**src/hdl/pal_pkg.sv**
```systemverilog
// Shared types and constants for the positional array list.
package pal_pkg;

  // Defaults and limits for the list store.
  localparam int unsigned PAL_DEPTH      = 128;
  localparam int unsigned PAL_DATA_WIDTH = 32;
  localparam int unsigned PAL_MAX_DEPTH  = 1024;

  // Width that holds any list index or count up to the largest depth.
  localparam int unsigned POS_W = $clog2(PAL_MAX_DEPTH + 1);

  // Fixed field widths of the item ports.
  localparam int unsigned CMD_W    = 2;
  localparam int unsigned POSIN_W  = 8;
  localparam int unsigned STATUS_W = 2;
  localparam int unsigned COUNT_W  = 8;

  // Cells per readout group; the readout is an OR over a group, then over groups.
  localparam int unsigned GRP_SIZE = 32;

  typedef enum logic [CMD_W-1:0] {
    CMD_INSERT = 2'd0,
    CMD_APPEND = 2'd1,
    CMD_DELETE = 2'd2,
    CMD_READ   = 2'd3
  } cmd_e;

  typedef enum logic [STATUS_W-1:0] {
    STAT_OK    = 2'd0,
    STAT_RANGE = 2'd1,
    STAT_FULL  = 2'd2
  } status_e;

  typedef enum logic [1:0] {
    CELL_HOLD   = 2'd0,
    CELL_INSERT = 2'd1,
    CELL_DELETE = 2'd2
  } cell_op_e;

  // Broadcast control for every cell of the chain.
  typedef struct packed {
    cell_op_e         op;
    logic [POS_W-1:0] pos;
  } cell_ctrl_t;

endpackage

```
**src/hdl/pal_cell.sv**
```systemverilog
// One storage cell of the list chain: holds a single entry.
module pal_cell import pal_pkg::*; #(
  parameter int unsigned DATA_WIDTH = PAL_DATA_WIDTH,
  parameter int unsigned IDX        = 0
) (
  input  logic                  clk_i,
  input  cell_ctrl_t            ctrl_i,
  input  logic [DATA_WIDTH-1:0] value_i,
  input  logic [DATA_WIDTH-1:0] prev_i,
  input  logic [DATA_WIDTH-1:0] next_i,
  output logic [DATA_WIDTH-1:0] entry_o,
  output logic [DATA_WIDTH-1:0] tap_o
);

  localparam logic [POS_W-1:0] MY_IDX = POS_W'(IDX);

  logic [DATA_WIDTH-1:0] entry_q, entry_d;
  logic                  at_pos, above_pos;

  assign at_pos    = (MY_IDX == ctrl_i.pos);
  assign above_pos = (MY_IDX > ctrl_i.pos);

  always_comb begin
    entry_d = entry_q;
    unique case (ctrl_i.op)
      CELL_INSERT: begin
        if (at_pos) begin
          entry_d = value_i;
        end else if (above_pos) begin
          entry_d = prev_i;
        end
      end
      CELL_DELETE: begin
        if (at_pos || above_pos) begin
          entry_d = next_i;
        end
      end
      default: entry_d = entry_q;
    endcase
  end

  always_ff @(posedge clk_i) begin
    entry_q <= entry_d;
  end

  assign entry_o = entry_q;
  // Offer the entry to the readout OR only at the addressed position.
  assign tap_o   = at_pos ? entry_q : '0;

endmodule

```
**config.mk**
```make
export PLATFORM = sky130hd
export DESIGN_NAME = pal_cell
export DESIGN_NICKNAME = d
export VERILOG_FILES = /design/src/hdl/pal_pkg.sv /design/src/hdl/pal_cell.sv
export SDC_FILE = /design/constraint.sdc
export NUM_CORES = 1
export LEC_CHECK = 0
export ABC_CLOCK_PERIOD_IN_PS = 7500
export BUFFER_PORTS_ARGS = -buffer_cell sky130_fd_sc_hd__buf_2
export CORE_MARGIN = 3
export CORE_UTILIZATION = 40
export CTS_CLUSTER_SIZE = 40
export DETAILED_ROUTE_END_ITERATION = 10
export GPL_TIMING_DRIVEN = 0
export PLACE_DENSITY = 0.95
export SLEW_MARGIN = 0
export SYNTH_ARGS = -nofsm -noshare
export SYNTH_HDL_FRONTEND = slang
export SYNTH_SLANG_ARGS = --single-unit
```
**constraint.sdc**
```tcl
create_clock -name clk_i -period 7.5 [get_ports clk_i]
set_clock_uncertainty 0.1 [all_clocks]
set_input_delay 0.375 -clock clk_i [delete_from_list [all_inputs] [get_ports clk_i]]
set_output_delay 0.375 -clock clk_i [all_outputs]
set_load 0.01 [all_outputs]
```
==> flow_metrics.py <==
metrics = {
    "placed_design": {
        "numPortBuffers": 173,
        "dp_hpwl_um": 4888,
        "place_inst": 376,
        "gp_congestion": 0.9236,
    },
    "sta": {
        "finalCriticalPeriod_ps": 2843,
        "rsz0062_at_grt": "no",
        "maxSlewHeadroom_pct": 47.29,
        "fin_crit_sh_pct": 37.91,
        "slew_viol_final": 0,
        "setup_violations": 0,
        "worst_slew_pin_slew_ps": 784.7,
        "tns_ps": 0,
        "max_freq_mhz": 351.7,
        "hold_viol": 0,
    },
    "clock_tree": {
        "post_cts.repair.setup_buffers": 0,
        "clkSlewWorstSetupHoldPaths_ps": 60,
        "hold_buffers": 0,
        "cts-root-buf": "clkbuf_8",
        "h-tree-depth": 2,
        "cts_made_buffers": 5,
        "cts_tree": "built",
        "clock_sinks": 32,
        "ctsResizeCount": 0,
        "cts.path.max_buffers": 2,
    },
    "cells_and_area": {
        "num_antenna_cells": 0,
        "syn2layout_area_growth_pct": 56.01,
        "nNetsFinal": 441,
        "fin_util_pct": 65.53,
        "finalNonFillerCells": 383,
        "drive_gt1_share_pct": 58.01,
        "largest_reg_flops": 32,
    },
    "logic_synthesis": {
        "synth_top_area_cell": "edfxtp_1",
        "synth_compound_area_share_pct": 18.76,
        "ys_warn_count": 0,
        "ys_ff_latch": 32,
        "synth_xor_area_share_pct": 0,
        "synth_top_cell_area_share_pct": 51.82,
        "syn_nets": 260,
        "synth.top_cells.by_area": "edfxtp_1 (52%), and2_1 (22%), a221o_1 (16%)",
        "syn_inst": 150,
        "synth_cell_types": 15,
        "postSynthAreaPerCell_um2": 12.36,
        "synth_area_um2": 1854,
        "synthSimpleGateAreaFrac_pct": 25.57,
        "synthMuxAreaShare_pct": 0,
        "synth_seq_area_share_pct": 51.82,
        "synth_top_family_by_area": "simple AND/OR/NAND/NOR gates",
        "synth_fa_ha_area_share_pct": 0,
    },
    "setup_path": {
        "slowest_stage": "nor3_1",
        "crit_top_cell": "buf_2",
        "crit_fanout": 10,
        "cpPeakStageDelay_ps": 680,
        "cp-startpoint": "ctrl_i[6]",
        "end_kind": "output pin",
        "crit_type": "in2out",
        "cp-start-kind": "input port",
        "cp.required_ps": 7030,
        "cp_data_arrival_time_ps": 2370,
        "path_cells": "buf_2, or4_4, nor3_1, clkbuf_1, and2_1, buf_2",
    },
    "power": {
        "power_leakage_nw": 1.436,
        "p_per_area_nw_per_um2": 129.4,
        "ir_worst_vdd_uv": 77.10,
        "power_mw": 0.3743,
    },
    "routing": {
        "via_per_inst": 4.974,
        "drtAntennaViolNets": 0,
        "drt-initial-drc-count": 113,
        "wl_met2_um": 3113,
        "dr.pass1.iters": 4,
        "met1Wirelength_um": 2183,
        "wirelength_um": 5837,
        "dr.max_layer_used": "met4",
        "route.detailed.drc": 0,
        "routed-wl-met3_um": 447,
        "wl_per_cell_um": 15.24,
        "num_vias": 1905,
    },
    "worst_hold_path": {
        "holdCritStartpoint": "prev_i[15]",
        "hold_path_class": "in2reg",
    },
    "outcome": {
        "outcome": "complete, no violations",
    },
    "global_routing": {
        "grt_first_pass_wirelength_um": 8562,
        "grt_max_degree": 33,
        "antenna_found_initial": 0,
        "overflow": 0,
        "grt_pass1_vias": 1781,
        "grt_usage_pct": 20.78,
    },
    "floorplan": {
        "start_util_pct": 42.01,
        "coreArea_um2": 4414,
        "die_x_um": 74.09,
        "fp-row-count": 24,
        "dieArea_um2": 5489,
        "fp.dieH_um": 74.09,
        "io_pins": 174,
    },
    "flow_run": {
        "maxCapViolations": 0,
    },
}
cell usage in the layout (no fill, tap or decap), drive strengths merged:
| cell | synthesis | final |
|---|---|---|
| nor3 | 1 | 1 |
| a221o | 32 | 32 |
| clkinv | 0 | 2 |
| nor2b | 1 | 1 |
| nor4 | 1 | 1 |
| clkbuf | 6 | 11 |
| edfxtp | 32 | 32 |
| or4 | 2 | 2 |
| and2 | 64 | 64 |
| buf | 6 | 180 |
| a21boi | 1 | 1 |
| o31a | 1 | 1 |
| nand2b | 2 | 2 |
| or3 | 1 | 1 |
cells by family after synthesis:
logic type             after synthesis
and+or+nand+nor                     72
AOI/OAI and AO/OA                   34
DFF                                 32
buffers and inverters               12
path summary, 6_finish.rpt:
| path | end | slack (ps) | cells past startpoint |
|---|---|---|---|
| setup / recovery | tap_o[20] | 4660 | 6 |
| hold / removal | entry_o[15] | 300 | 2 |
final cells by class:
type                            instances  area [um^2]
Clock inverter                          2        7.507
Tap cell                               52        65.06
Clock buffer                            5        68.82
Sequential cell                        32        960.9
Timing Repair Buffer                  174        885.9
Buffer                                 12        71.32
Fill cell                             360         1521
Multi-Input combinational cell        106        833.3
metrics by stage:
| step | setup slack, ps | instance area [um^2] | hold slack, ps |
|---|---|---|---|
| CTS | 4645 | 2893 | 288.9 |
| floorplan | 3187 | 1854 | 489.1 |
| global placement | 2049 | 2785 | 575.9 |
| finish | 4657 | 2893 | 299.6 |
| detailed placement | 4651 | 2816 | 578.9 |
| global route | 4447 | 2893 | 282.8 |
routing by layer:
metal / track usage (%) / up-vias
met1: 24.76 / 854
li1: - / 939
met4: 8.048 / 0
met2: 36.42 / 104
met3: 4.595 / 8
met5: 0 / -
critical path, delay by kind of cell:
kind | cells | cell delay (ps)
buffers and inverters | 3 | 570
AND/OR/NAND/NOR | 3 | 1430
where the power goes:
group / internal, mW / switching [mW] / leakage (nW)
Sequential: 0.198 / 0.0000242 / 0.280
Clock: 0.0611 / 0.0569 / 0.0391
Combinational: 0.0368 / 0.0211 / 1.12
cells in the mapped netlist:
master,number
o31a_4,1
or4_4,2
and2_1,64
clkbuf_1,6
or3_1,1
nor3_1,1
a221o_1,30
buf_6,3
nor4_4,1
a21boi_0,1
nand2b_1,2
buf_2,3
nor2b_1,1
edfxtp_1,32
a221o_2,2
No activity file was read; power rests on OpenSTA's default activity.
